[src/rtl/sius_pkg.sv]
`default_nettype none
// ----------------------------------------------------------------------------
// sius_pkg
// Shared types and codes for the sorted interval union set unit.
// ----------------------------------------------------------------------------
package sius_pkg;

  localparam int OP_W     = 2;
  localparam int STATUS_W = 2;
  localparam int COUNT_W  = 5;

  localparam logic [OP_W-1:0] OP_ADD   = 2'd0;
  localparam logic [OP_W-1:0] OP_QUERY = 2'd1;
  localparam logic [OP_W-1:0] OP_CLEAR = 2'd2;

  localparam logic [STATUS_W-1:0] ST_DONE    = 2'd0;
  localparam logic [STATUS_W-1:0] ST_INVALID = 2'd1;
  localparam logic [STATUS_W-1:0] ST_FULL    = 2'd2;

  // controller -> datapath
  typedef struct packed {
    logic load;
    logic scan;
    logic resolve;
    logic copy;
    logic place;
    logic finish;
  } sius_cmd_t;

  // datapath -> controller
  typedef struct packed {
    logic needs_scan;
    logic is_query;
    logic found;
    logic full;
    logic scan_done;
    logic copy_done;
  } sius_stat_t;

endpackage
`default_nettype wire

[src/rtl/sorted_interval_union_set_unit.sv]
`default_nettype none
// ----------------------------------------------------------------------------
// sorted_interval_union_set_unit
// Sorted set of disjoint closed intervals with add/merge, point query, clear.
// ----------------------------------------------------------------------------
// Usage:
//   Request channel: drive in_operation and the coordinate ports and raise
//   start; the request is taken on a clock edge where start is high and busy
//   is low. busy stays high until the result has been produced.
//   Result channel: out_valid pulses for one cycle with out_status,
//   out_covered and out_interval_count. The receiver cannot stall it.
//   Clear, an unused code and an inverted add range go straight to the
//   result. A query scans the entries; an add scans, then shifts the
//   entries up or compacts them, unless the set is full and the request
//   overlaps no entry.
//   Entries live in a RAM with one read and one write port; scan and
//   shift or compaction each move one entry per cycle.
//   A new request may be given in the cycle the result is shown.
//   Reset (rst_n low, synchronous) empties the set; entry contents are not
//   cleared and are never read before being written.
// ----------------------------------------------------------------------------
module sorted_interval_union_set_unit #(
  parameter int MAX_INTERVALS = 16,
  parameter int COORD_WIDTH   = 32
) (
  input  wire logic                          clk,
  input  wire logic                          rst_n,
  input  wire logic                          start,
  output logic                               busy,
  input  wire logic [sius_pkg::OP_W-1:0]     in_operation,
  input  wire logic signed [COORD_WIDTH-1:0] in_interval_low,
  input  wire logic signed [COORD_WIDTH-1:0] in_interval_high,
  input  wire logic signed [COORD_WIDTH-1:0] in_point,
  output logic                               out_valid,
  output logic [sius_pkg::STATUS_W-1:0]      out_status,
  output logic                               out_covered,
  output logic [sius_pkg::COUNT_W-1:0]       out_interval_count
);
  import sius_pkg::*;

  sius_cmd_t  cmd;
  sius_stat_t stat;

  sius_ctrl u_ctrl (
    .clk   (clk),
    .rst_n (rst_n),
    .start (start),
    .busy  (busy),
    .cmd   (cmd),
    .stat  (stat)
  );

  sius_dp #(
    .MAX_INTERVALS (MAX_INTERVALS),
    .COORD_WIDTH   (COORD_WIDTH)
  ) u_dp (
    .clk                (clk),
    .rst_n              (rst_n),
    .cmd                (cmd),
    .stat               (stat),
    .in_operation       (in_operation),
    .in_interval_low    (in_interval_low),
    .in_interval_high   (in_interval_high),
    .in_point           (in_point),
    .out_valid          (out_valid),
    .out_status         (out_status),
    .out_covered        (out_covered),
    .out_interval_count (out_interval_count)
  );

endmodule
`default_nettype wire

[src/rtl/sius_ram.sv]
`default_nettype none
// ----------------------------------------------------------------------------
// sius_ram
// Generic single-write, single-read RAM with registered read data.
// ----------------------------------------------------------------------------
module sius_ram #(
  parameter int WIDTH = 64,
  parameter int DEPTH = 16
) (
  input  wire logic                     clk,
  input  wire logic                     we,
  input  wire logic [$clog2(DEPTH)-1:0] waddr,
  input  wire logic [WIDTH-1:0]         wdata,
  input  wire logic [$clog2(DEPTH)-1:0] raddr,
  output logic      [WIDTH-1:0]         rdata
);

  logic [WIDTH-1:0] mem_r [DEPTH];
  logic [WIDTH-1:0] rdata_r;

  always_ff @(posedge clk) begin
    if (we) begin
      mem_r[waddr] <= wdata;
    end
    rdata_r <= mem_r[raddr];
  end

  assign rdata = rdata_r;

endmodule
`default_nettype wire

[src/rtl/sius_ctrl.sv]
`default_nettype none
// ----------------------------------------------------------------------------
// sius_ctrl
// Sequencer for the interval set: scan, resolve, copy/shift, place, finish.
// ----------------------------------------------------------------------------
module sius_ctrl (
  input  wire logic              clk,
  input  wire logic              rst_n,
  input  wire logic              start,
  output logic                   busy,
  output sius_pkg::sius_cmd_t    cmd,
  input  wire sius_pkg::sius_stat_t stat
);
  import sius_pkg::*;

  typedef enum logic [5:0] {
    S_IDLE    = 6'b000001,
    S_SCAN    = 6'b000010,
    S_RESOLVE = 6'b000100,
    S_COPY    = 6'b001000,
    S_PLACE   = 6'b010000,
    S_FINISH  = 6'b100000
  } sius_state_t;

  sius_state_t state_r, state_nxt;

  always_comb begin
    state_nxt = state_r;
    cmd       = '0;
    case (state_r)
      S_IDLE: begin
        if (start) begin
          cmd.load  = 1'b1;
          state_nxt = stat.needs_scan ? S_SCAN : S_FINISH;
        end
      end
      S_SCAN: begin
        cmd.scan = 1'b1;
        if (stat.scan_done) begin
          state_nxt = S_RESOLVE;
        end
      end
      S_RESOLVE: begin
        cmd.resolve = 1'b1;
        if (stat.is_query || (!stat.found && stat.full)) begin
          state_nxt = S_FINISH;
        end else begin
          state_nxt = S_COPY;
        end
      end
      S_COPY: begin
        cmd.copy = 1'b1;
        if (stat.copy_done) begin
          state_nxt = stat.found ? S_FINISH : S_PLACE;
        end
      end
      S_PLACE: begin
        cmd.place = 1'b1;
        state_nxt = S_FINISH;
      end
      S_FINISH: begin
        cmd.finish = 1'b1;
        state_nxt  = S_IDLE;
      end
      default: begin
        state_nxt = S_IDLE;
      end
    endcase
  end

  always_ff @(posedge clk) begin
    if (!rst_n) begin
      state_r <= S_IDLE;
    end else begin
      state_r <= state_nxt;
    end
  end

  assign busy = (state_r != S_IDLE);

endmodule
`default_nettype wire

[src/rtl/sius_dp.sv]
`default_nettype none
// ----------------------------------------------------------------------------
// sius_dp
// Interval store datapath: entry RAM, scan/merge registers, copy engine.
// ----------------------------------------------------------------------------
module sius_dp #(
  parameter int MAX_INTERVALS = 16,
  parameter int COORD_WIDTH   = 32
) (
  input  wire logic                              clk,
  input  wire logic                              rst_n,
  input  wire sius_pkg::sius_cmd_t               cmd,
  output sius_pkg::sius_stat_t                   stat,
  input  wire logic [sius_pkg::OP_W-1:0]         in_operation,
  input  wire logic signed [COORD_WIDTH-1:0]     in_interval_low,
  input  wire logic signed [COORD_WIDTH-1:0]     in_interval_high,
  input  wire logic signed [COORD_WIDTH-1:0]     in_point,
  output logic                                   out_valid,
  output logic [sius_pkg::STATUS_W-1:0]          out_status,
  output logic                                   out_covered,
  output logic [sius_pkg::COUNT_W-1:0]           out_interval_count
);
  import sius_pkg::*;

  localparam int CNT_W = $clog2(MAX_INTERVALS + 1);
  localparam int AW    = $clog2(MAX_INTERVALS);
  localparam int EW    = 2 * COORD_WIDTH;
  localparam logic [CNT_W-1:0] CNT_MAX = CNT_W'(MAX_INTERVALS);

  // request registers
  logic [OP_W-1:0]               op_r, op_nxt;
  logic                          bad_r, bad_nxt;
  logic signed [COORD_WIDTH-1:0] lo_r, lo_nxt, hi_r, hi_nxt, pt_r, pt_nxt;
  // scan / merge state
  logic signed [COORD_WIDTH-1:0] mlo_r, mlo_nxt, mhi_r, mhi_nxt;
  logic                          found_r, found_nxt, hit_r, hit_nxt, stop_r, stop_nxt;
  logic [CNT_W-1:0]              first_r, first_nxt, pos_r, pos_nxt, end_r, end_nxt;
  // read pipeline
  logic [CNT_W-1:0]              rd_ptr_r, rd_ptr_nxt, ridx_r, ridx_nxt;
  logic                          rvld_r, rvld_nxt, dir_r, dir_nxt;
  // store and result
  logic [CNT_W-1:0]              cnt_r, cnt_nxt;
  logic                          out_valid_r, out_valid_nxt, out_covered_r, out_covered_nxt;
  logic [STATUS_W-1:0]           out_status_r, out_status_nxt;

  logic                          range_bad, fwd_more, back_more, copy_more, rd_issue;
  logic                          is_add, full, ov;
  logic [CNT_W-1:0]              rd_idx, removed, ridx_p1, fwd_dst;
  logic [AW-1:0]                 rd_addr, waddr;
  logic                          we;
  logic [EW-1:0]                 wdata, rdata;
  logic signed [COORD_WIDTH-1:0] e_lo, e_hi;

  sius_ram #(
    .WIDTH (EW),
    .DEPTH (MAX_INTERVALS)
  ) u_ram (
    .clk   (clk),
    .we    (we),
    .waddr (waddr),
    .wdata (wdata),
    .raddr (rd_addr),
    .rdata (rdata)
  );

  assign e_lo      = $signed(rdata[EW-1:COORD_WIDTH]);
  assign e_hi      = $signed(rdata[COORD_WIDTH-1:0]);
  assign range_bad = (in_interval_high < in_interval_low);
  assign is_add    = (op_r == OP_ADD);
  assign full      = (cnt_r == CNT_MAX);
  assign removed   = end_r - first_r - 1'b1;
  assign ridx_p1   = ridx_r + 1'b1;
  assign fwd_dst   = ridx_r - removed;
  assign fwd_more  = (rd_ptr_r < cnt_r);
  assign back_more = (rd_ptr_r > pos_r);
  assign copy_more = dir_r ? back_more : fwd_more;
  // merged interval is tested, so it equals the request until a hit
  assign ov        = (e_lo <= mhi_r) && (e_hi >= mlo_r);

  always_comb begin
    stat.needs_scan = ((in_operation == OP_ADD) && !range_bad) || (in_operation == OP_QUERY);
    stat.is_query   = (op_r == OP_QUERY);
    stat.found      = found_r;
    stat.full       = full;
    stat.scan_done  = stop_r || (!fwd_more && !rvld_r);
    stat.copy_done  = !copy_more && !rvld_r;
  end

  // read issue
  always_comb begin
    rd_issue = 1'b0;
    if (cmd.scan) begin
      rd_issue = !stop_r && fwd_more;
    end else if (cmd.copy) begin
      rd_issue = copy_more;
    end
    // backward shift walks down from the top entry
    rd_idx  = (cmd.copy && dir_r) ? (rd_ptr_r - 1'b1) : rd_ptr_r;
    rd_addr = rd_idx[AW-1:0];
  end

  // write port
  always_comb begin
    we    = 1'b0;
    waddr = '0;
    wdata = rdata;
    if (cmd.resolve && found_r) begin
      we    = 1'b1;
      waddr = first_r[AW-1:0];
      wdata = {mlo_r, mhi_r};
    end else if (cmd.copy && rvld_r) begin
      we    = 1'b1;
      waddr = dir_r ? ridx_p1[AW-1:0] : fwd_dst[AW-1:0];
    end else if (cmd.place) begin
      we    = 1'b1;
      waddr = pos_r[AW-1:0];
      wdata = {lo_r, hi_r};
    end
  end

  always_comb begin
    op_nxt          = op_r;
    bad_nxt         = bad_r;
    lo_nxt          = lo_r;
    hi_nxt          = hi_r;
    pt_nxt          = pt_r;
    mlo_nxt         = mlo_r;
    mhi_nxt         = mhi_r;
    found_nxt       = found_r;
    hit_nxt         = hit_r;
    stop_nxt        = stop_r;
    first_nxt       = first_r;
    pos_nxt         = pos_r;
    end_nxt         = end_r;
    rd_ptr_nxt      = rd_ptr_r;
    ridx_nxt        = ridx_r;
    rvld_nxt        = rd_issue;
    dir_nxt         = dir_r;
    cnt_nxt         = cnt_r;
    out_valid_nxt   = cmd.finish;
    out_status_nxt  = out_status_r;
    out_covered_nxt = out_covered_r;

    if (rd_issue) begin
      ridx_nxt   = rd_idx;
      rd_ptr_nxt = (cmd.copy && dir_r) ? (rd_ptr_r - 1'b1) : (rd_ptr_r + 1'b1);
    end

    if (cmd.load) begin
      op_nxt     = in_operation;
      bad_nxt    = (in_operation == OP_ADD) && range_bad;
      lo_nxt     = in_interval_low;
      hi_nxt     = in_interval_high;
      pt_nxt     = in_point;
      mlo_nxt    = in_interval_low;
      mhi_nxt    = in_interval_high;
      found_nxt  = 1'b0;
      hit_nxt    = 1'b0;
      stop_nxt   = 1'b0;
      first_nxt  = '0;
      pos_nxt    = '0;
      end_nxt    = '0;
      rd_ptr_nxt = '0;
    end

    if (cmd.scan && rvld_r && !stop_r) begin
      if (op_r == OP_QUERY) begin
        if ((e_lo <= pt_r) && (pt_r <= e_hi)) begin
          hit_nxt  = 1'b1;
          stop_nxt = 1'b1;
        end
      end else if (ov) begin
        found_nxt = 1'b1;
        if (!found_r) begin
          first_nxt = ridx_r;
        end
        if (e_lo < mlo_r) begin
          mlo_nxt = e_lo;
        end
        if (e_hi > mhi_r) begin
          mhi_nxt = e_hi;
        end
        end_nxt = ridx_r + 1'b1;
      end else if (found_r) begin
        stop_nxt = 1'b1;                 // merge run ended
      end else if (e_hi < lo_r) begin
        pos_nxt = ridx_r + 1'b1;
      end else begin
        stop_nxt = 1'b1;                 // entry lies above the request
      end
    end

    if (cmd.resolve) begin
      dir_nxt    = !found_r;
      rd_ptr_nxt = found_r ? end_r : cnt_r;
    end

    if (cmd.finish) begin
      out_covered_nxt = (op_r == OP_QUERY) && hit_r;
      out_status_nxt  = ST_DONE;
      if (bad_r) begin
        out_status_nxt = ST_INVALID;
      end else if (is_add && !found_r && full) begin
        out_status_nxt = ST_FULL;
      end
      if (op_r == OP_CLEAR) begin
        cnt_nxt = '0;
      end else if (is_add && !bad_r) begin
        if (found_r) begin
          cnt_nxt = cnt_r - removed;
        end else if (!full) begin
          cnt_nxt = cnt_r + 1'b1;
        end
      end
    end
  end

  always_ff @(posedge clk) begin
    if (!rst_n) begin
      cnt_r       <= '0;
      rvld_r      <= 1'b0;
      out_valid_r <= 1'b0;
    end else begin
      cnt_r       <= cnt_nxt;
      rvld_r      <= rvld_nxt;
      out_valid_r <= out_valid_nxt;
    end
  end

  always_ff @(posedge clk) begin
    op_r          <= op_nxt;
    bad_r         <= bad_nxt;
    lo_r          <= lo_nxt;
    hi_r          <= hi_nxt;
    pt_r          <= pt_nxt;
    mlo_r         <= mlo_nxt;
    mhi_r         <= mhi_nxt;
    found_r       <= found_nxt;
    hit_r         <= hit_nxt;
    stop_r        <= stop_nxt;
    first_r       <= first_nxt;
    pos_r         <= pos_nxt;
    end_r         <= end_nxt;
    rd_ptr_r      <= rd_ptr_nxt;
    ridx_r        <= ridx_nxt;
    dir_r         <= dir_nxt;
    out_status_r  <= out_status_nxt;
    out_covered_r <= out_covered_nxt;
  end

  assign out_valid          = out_valid_r;
  assign out_status         = out_status_r;
  assign out_covered        = out_covered_r;
  assign out_interval_count = COUNT_W'(cnt_r);

  a_cnt_bound: assert property (@(posedge clk) disable iff (!rst_n)
    cnt_r <= CNT_MAX)
    else $error("interval count above capacity");

  a_strobe_single: assert property (@(posedge clk) disable iff (!rst_n)
    out_valid_r |=> !out_valid_r)
    else $error("result strobe held longer than one cycle");

  a_full_count: assert property (@(posedge clk) disable iff (!rst_n)
    (out_valid_r && (out_status_r == ST_FULL)) |-> (cnt_r == CNT_MAX))
    else $error("full status with free slots");

  a_copy_no_clash: assert property (@(posedge clk) disable iff (!rst_n)
    (cmd.copy && rvld_r && rd_issue) |-> (waddr != rd_addr))
    else $error("copy writes the entry being read");

endmodule
`default_nettype wire
[config.mk]
export PLATFORM = sky130hd
export DESIGN_NAME = sorted_interval_union_set_unit
export DESIGN_NICKNAME = d
export VERILOG_FILES = /design/src/rtl/sius_pkg.sv /design/src/rtl/sorted_interval_union_set_unit.sv /design/src/rtl/sius_ram.sv /design/src/rtl/sius_ctrl.sv /design/src/rtl/sius_dp.sv
export SDC_FILE = /design/constraint.sdc
export NUM_CORES = 2
export LEC_CHECK = 0
export ABC_AREA = 1
export BUFFER_PORTS_ARGS = -buffer_cell sky130_fd_sc_hd__buf_2
export CAP_MARGIN = 20
export CORE_MARGIN = 1
export CORE_UTILIZATION = 55
export CTS_BUF_LIST = sky130_fd_sc_hd__clkbuf_4 sky130_fd_sc_hd__clkbuf_8 sky130_fd_sc_hd__clkbuf_16
export CTS_CLUSTER_SIZE = 8
export DETAILED_ROUTE_END_ITERATION = 10
export HOLD_SLACK_MARGIN = 0.1
export PLACE_DENSITY = 0.71
export REMOVE_ABC_BUFFERS = 1
export SYNTH_ARGS = -nofsm -noshare
export SYNTH_HDL_FRONTEND = slang
export SYNTH_HIERARCHICAL = 1
export SYNTH_SLANG_ARGS = --single-unit
[constraint.sdc]
create_clock -name clk -period 9.2 [get_ports clk]
set_input_delay 0 -clock clk [delete_from_list [all_inputs] [get_ports clk]]
set_output_delay 0 -clock clk [all_outputs]
set_load 0.05 [all_outputs]
-- Word-level counts from Yosys, hierarchy flattened
Memories as Yosys holds them, arrays and structs flattened. A register that Yosys moved wholly into a read port is not among the register bits.
Cells that the tools add are included.
- output and inout port bits: 10
- bits in writable memories: 1024
- latch bits: 0
- register bits after elaboration: 208
- memories kept: 1
- bits of input ports: 101
- ROM bits: 0
- logic and storage cells: 169
- memory list (memory ; words ; bits a word ; read ports ; clocked after memory_dff ; write ports ; RTL line ; text):
    u_dp.u_ram.mem_r ; 16 ; 64 ; 1 ; 1 ; 1 ; sius_ram.sv:18 ; logic [WIDTH-1:0] mem_r [DEPTH];
- $mul: 0
- magnitude comparators: 10
- reductions and logical operators: 33
- mux-type cells: 80
- bitwise gates (word level): 0
- add/subtract/negate cells: 8
- shifts and indexed selects: 0
- equal/unequal tests: 15
- div/mod/pow operators: 0
- operators by type and width (kind ; count):
    $mux W32 ; 10
    $mux W64 ; 3
    $mux W5 ; 25
    $le A32 B32 Y1 ; 3
    $lt A32 B32 Y1 ; 3
    $mux W6 ; 6
    $ge A32 B32 Y1 ; 1
    $gt A32 B32 Y1 ; 1
    $mux W1 ; 30
    $pmux W6 S5 ; 1
    $logic_and A1 B1 Y1 ; 17
    $mux W4 ; 4
    $add A5 B1 Y5 const B ; 3
    $sub A5 B1 Y5 const B ; 2
    $sub A5 B5 Y5 ; 2
    $logic_not A1 Y1 ; 7
    $eq A6 B1 Y1 const B ; 1
    $eq A6 B2 Y1 const B ; 1
    $eq A6 B3 Y1 const B ; 1
    $eq A6 B4 Y1 const B ; 1
    $eq A6 B5 Y1 const B ; 1
    $eq A6 B6 Y1 const B ; 1
    $ne A2 B2 Y1 const B ; 3
    $ne A6 B1 Y1 const B ; 1
    other kinds (13) ; 18

-- Longest topological paths before layout
- depth in word-level cells: 8
- depth in mapped cells: 21
- mapped depth without buffers: 20

-- Cells and area by module
Netlist, hierarchy kept.
- modules (own cells, without submodules) (module ; cells each ; seq. area each (µm²) ; area each (µm²) ; times used):
    sius_ram ; 4210 ; 32030.7 ; 45285.9 ; 1
    sius_dp ; 2069 ; 5175.0 ; 15942.8 ; 1
    sius_ctrl ; 66 ; 120.1 ; 447.9 ; 1

-- Worst setup path after synthesis
No wires, ideal clock.
- kind: register -> register
- start: register u_ctrl.state_r[4]
- end: register u_dp.mhi_r[0]
- required time: 9.126 ns
- cell stages (with the launch flop): 9
- path slack: 1.849 ns
- buffers on the path: 1
- clock period less this slack: 7.351 ns
- arrival time: 7.277 ns
- setup time: 0.074 ns
- cells stage by stage: dfxtp_1 -> nor2_8 -> nand3_1 -> nor2_1 -> clkinv_1 -> clkbuf_1 -> nand2_1 -> o21ai_0 -> o21ai_0
- RTL lines (item ; RTL line ; text):
    from (decl) ; sius_ctrl.sv:25 ; sius_state_t state_r, state_nxt;
    from (signal assigned) ; sius_ctrl.sv:75 ; state_r <= state_nxt;
    to (signal assigned) ; sius_dp.sv:237 ; mhi_r <= mhi_nxt;
    to (decl) ; sius_dp.sv:35 ; logic signed [COORD_WIDTH-1:0] mlo_r, mlo_nxt, mhi_r, mhi_nxt;

==> flow_summary_export.csv <==
group,metric,value,unit
yosys,synth_edf_count,1137,
global_routing,grt_first_pass_wirelength,258,mm
sta,skew,38.0,ps
pwr,p_leak,31.7,nW
run,drv_cap,0,
final_layout,finalNetCount,7048,
final_layout,seq_area,37300,µm²
clock_network,root_buffer,"clkbuf_16",
clock_network,clock_path_buffers,3,
route,vias,45800,
yosys,synthDistinctLibCells,50,
critical_path,crit_top_cell,"buf_4",
placement,io_buffers,110,
route,drt_iter0_markers,5191,
placement,dp_hpwl,97.5,mm
route,dr.pass1.iters,6,
critical_path,r2r_slack,4200,ps
sta,final_hold_viol_count,0,
sta,tightest_slew,1200,ps
critical_path,cp_cell_sequence,"nor2_8, nand3_2, inv_2, nand2_4, buf_4, a31oi_1, nand3b_1, nor2_4, buf_4, buf_4",
clock_network,htree_levels,4,
critical_path,endpoint_kind,"flop",
route,postRouteAntennaNets,0,
global_routing,antenna_found_initial,1,
pwr,internal_power,14.0,mW
outcome,run_status,"finished, final reports clean",
yosys,netlist_instances,6345,
clock_network,cts.reportedPaths.clkPinSlew,50,ps
clock_network,cts-buffers-inserted,180,
critical_path,path_max_fanout,73,
floorplan,die-area,113000,µm²
floorplan,io_pins,111,
critical_path,slowest_delay,720,ps
clock_network,post_cts_resized,0,
yosys,yosysTopAreaCell,"edfxtp_1",
sta,rsz0062_at_grt,"false",
sta,slew_viol_final,0,
pwr,power.switching,8.37,mW
final_layout,layout-drive-gt1-share,0.0881,
sta,post-route-period-util,0.543,
sta,setup_viol,0,
yosys,synth_area_leaders,"edfxtp_1 (55%), nand2_1 (11%), nand3_1 (7.0%), inv_1 (6.6%), ha_1 (5.6%)",
global_routing,gr-max-usage-layer,"met2",
global_routing,grt_max_degree,221,
final_layout,fill_cells,8480,
clock_network,clock-sinks,1296,
global_routing,met2_usage,0.489,
pwr,ir_worst_vdd,0.000234,V
floorplan,fp-row-count,122,
global_routing,use_met3,0.0469,
clock_network,worstSkewPairLatency,780,ps
yosys,synth_seq_area_share,0.605,
floorplan,initial_core_util,0.556,
yosys,ys_ff_latch,1296,
clock_network,cts_tree,"yes",
floorplan,coreArea,111000,µm²
yosys,async_reset_ff_frac,0,
final_layout,multi_input_area,18800,µm²
yosys,syn_area_per_cell,9.72,µm²
final_layout,design_area,71400,µm²
yosys,netlist_area,61700,µm²
placement,dpl_cell_area,63400,µm²
pwr,clkPwrFrac,0.293,
floorplan,die_x,337,µm
global_routing,grt-ovfl-total,0,
global_routing,grt_pass1_vias,44500,
final_layout,syn_to_final_growth,15.7,%
route,post_drt_wl_per_cell,20.6,µm
pwr,p_sw_frac,0.375,
sta,fmax,200,MHz
global_routing,grt_use_total,0.301,
critical_path,crit_path_top_delay_cell,"buf_4",
pwr,seq_power_share,0.362,
sta,relSlewSlack,0.196,
pwr,p_per_area,313,nW/µm²
placement,place.gp.congestion,0.878,
route,vias_per_cell,5.52,
floorplan,die_h,337,µm
sta,fin_crit,5000,ps
critical_path,cp.arrival,5390,ps
critical_path,setup.worst_path.start_class,"flop",
pwr,p_comb_frac,0.345,
sta,fin_tns_setup,0,ps
yosys,yosys_warnings,6,
critical_path,path_class,"flop to flop",
critical_path,cp_data_required_time,9590,ps
route,drc,0,
worst_hold_path,hold_path_class,"input pin to flop",
yosys,synth_top_area_share,0.554,
route,wl,171,mm
global_routing,use_met1,0.393,
yosys,ys.flop_type,"edfxtp_1",
==> layer usage <==
layer	wire length [µm]	up-vias
met3	15200	412
li1	-	21500
met5	0	-
met4	8640	0
met1	66900	21600
met2	80000	2275
==> cell families (layout without fill, tap and decap cells) <==
| logic type | Yosys count | in the layout | synth area share |
|---|---|---|---|
| other | 0 | 2 | 0 |
| DFF | 1296 | 1296 | 0.605 |
| buffers and inverters | 1364 | 1827 | 0.0932 |
| AOI/OAI and AO/OA | 464 | 464 | 0.0415 |
| and+or+nand+nor | 2923 | 2923 | 0.200 |
| adders and majority gates | 279 | 279 | 0.0570 |
| xor gates and xnor gates | 19 | 19 | 0.00270 |
==> worst max-delay path: cells and delay by family, from the launching register on <==
| family | cells | cell delay [ps] |
|---|---|---|
| AOI/OAI and AO/OA | 1 | 310 |
| and+or+nand+nor | 5 | 1800 |
| DFF | 1 | 450 |
| buffers and inverters | 4 | 1950 |
==> layout by cell type, fill, tap and decap left out, drive strengths merged, types with 13 or more instances in the layout <==
master,count
buf,216
dfxtp,159
nor3,13
nand4,33
edfxtp,1137
dlygate4sd3,201
o211ai,70
ha,276
nor2,120
nand2,1866
o21ai,221
nand3,871
a21oi,146
clkbuf,311
inv,1091
xor2,14
==> synth_stat cells, types with 6 or more instances <==
cell type  count
nand3b_1       6
a21oi_1      146
nand4_1       29
o21a_1         8
nand3_1      867
nor2_1       111
buf_6         49
buf_4         25
clkbuf_1      64
dfxtp_1      159
buf_2        118
o21ai_0      190
o21ai_1       31
edfxtp_1    1137
nor4_1         6
inv_1       1082
buf_1         19
nand2_1     1864
ha_1         276
xor2_1        14
nor3_1        11
o211ai_1      70
==> power by group through the flow <==
stage | Combinational [mW] | Sequential (mW) | Clock (mW)
floorplan | 5.67 | 7.98 | 0
global placement | 7.15 | 8.18 | 0
detailed placement | 7.39 | 8.18 | 0
CTS | 7.52 | 8.07 | 6.60
global route | 8.48 | 8.10 | 6.87
finish | 7.71 | 8.08 | 6.53
==> sequential cells by signal, indices dropped and copies added, names as in the netlist, 6 cells and up <==
signal	flops
u_dp/lo_r	32
u_dp/u_ram/mem_r	1024
u_dp/hi_r	32
u_dp/pt_r	32
u_dp/mlo_r	32
u_ctrl/state_r	6
u_dp/u_ram/rdata	64
u_dp/mhi_r	32
==> path summary, 6_finish.rpt <==
path	startpoint	endpoint	cells past startpoint
worst max-delay path	u_ctrl/state_r[5]	u_dp/u_ram/mem_r[5][1]	10
worst min-delay path	in_interval_low[24]	u_dp/mlo_r[24]	6
worst max register to register	u_ctrl/state_r[5]	u_dp/u_ram/mem_r[5][1]	10
worst min register to register	u_dp/hit_r	u_dp/hit_r	2
==> cell type report <==
type | instances | area share
Clock buffer | 311 | 0.0776
Timing Repair Buffer | 417 | 0.0487
Tap cell | 1488 | 0.0261
Inverter | 1088 | 0.0577
Antenna cell | 2 | 0.0000701
Sequential cell | 1296 | 0.523
Clock inverter | 11 | 0.00314
Multi-Input combinational cell | 3685 | 0.264
==> what timing repair did <==
| item | 4_1_cts | 5_1_grt |
|---|---|---|
| hold buffers | 201 | 0 |
| setup buffers | 0 | 0 |
| endpoints found under the setup margin | 0 | 0 |
| endpoints found under the hold margin | 176 | 0 |
==> through the flow <==
stage	power, mW	utilization	cells	hold WS [ps]	setup slack [ps]
floorplan	13.7	-	6069	84.2	-22090
finish	22.3	0.643	8298	132	4200
global placement	15.3	0.571	7754	177	4250
detailed placement	15.6	0.572	7759	178	4240
global route	23.5	0.643	8296	108	3910
CTS	22.2	0.642	8282	100	4220
Note: power is estimated with default switching activity, not from simulation.
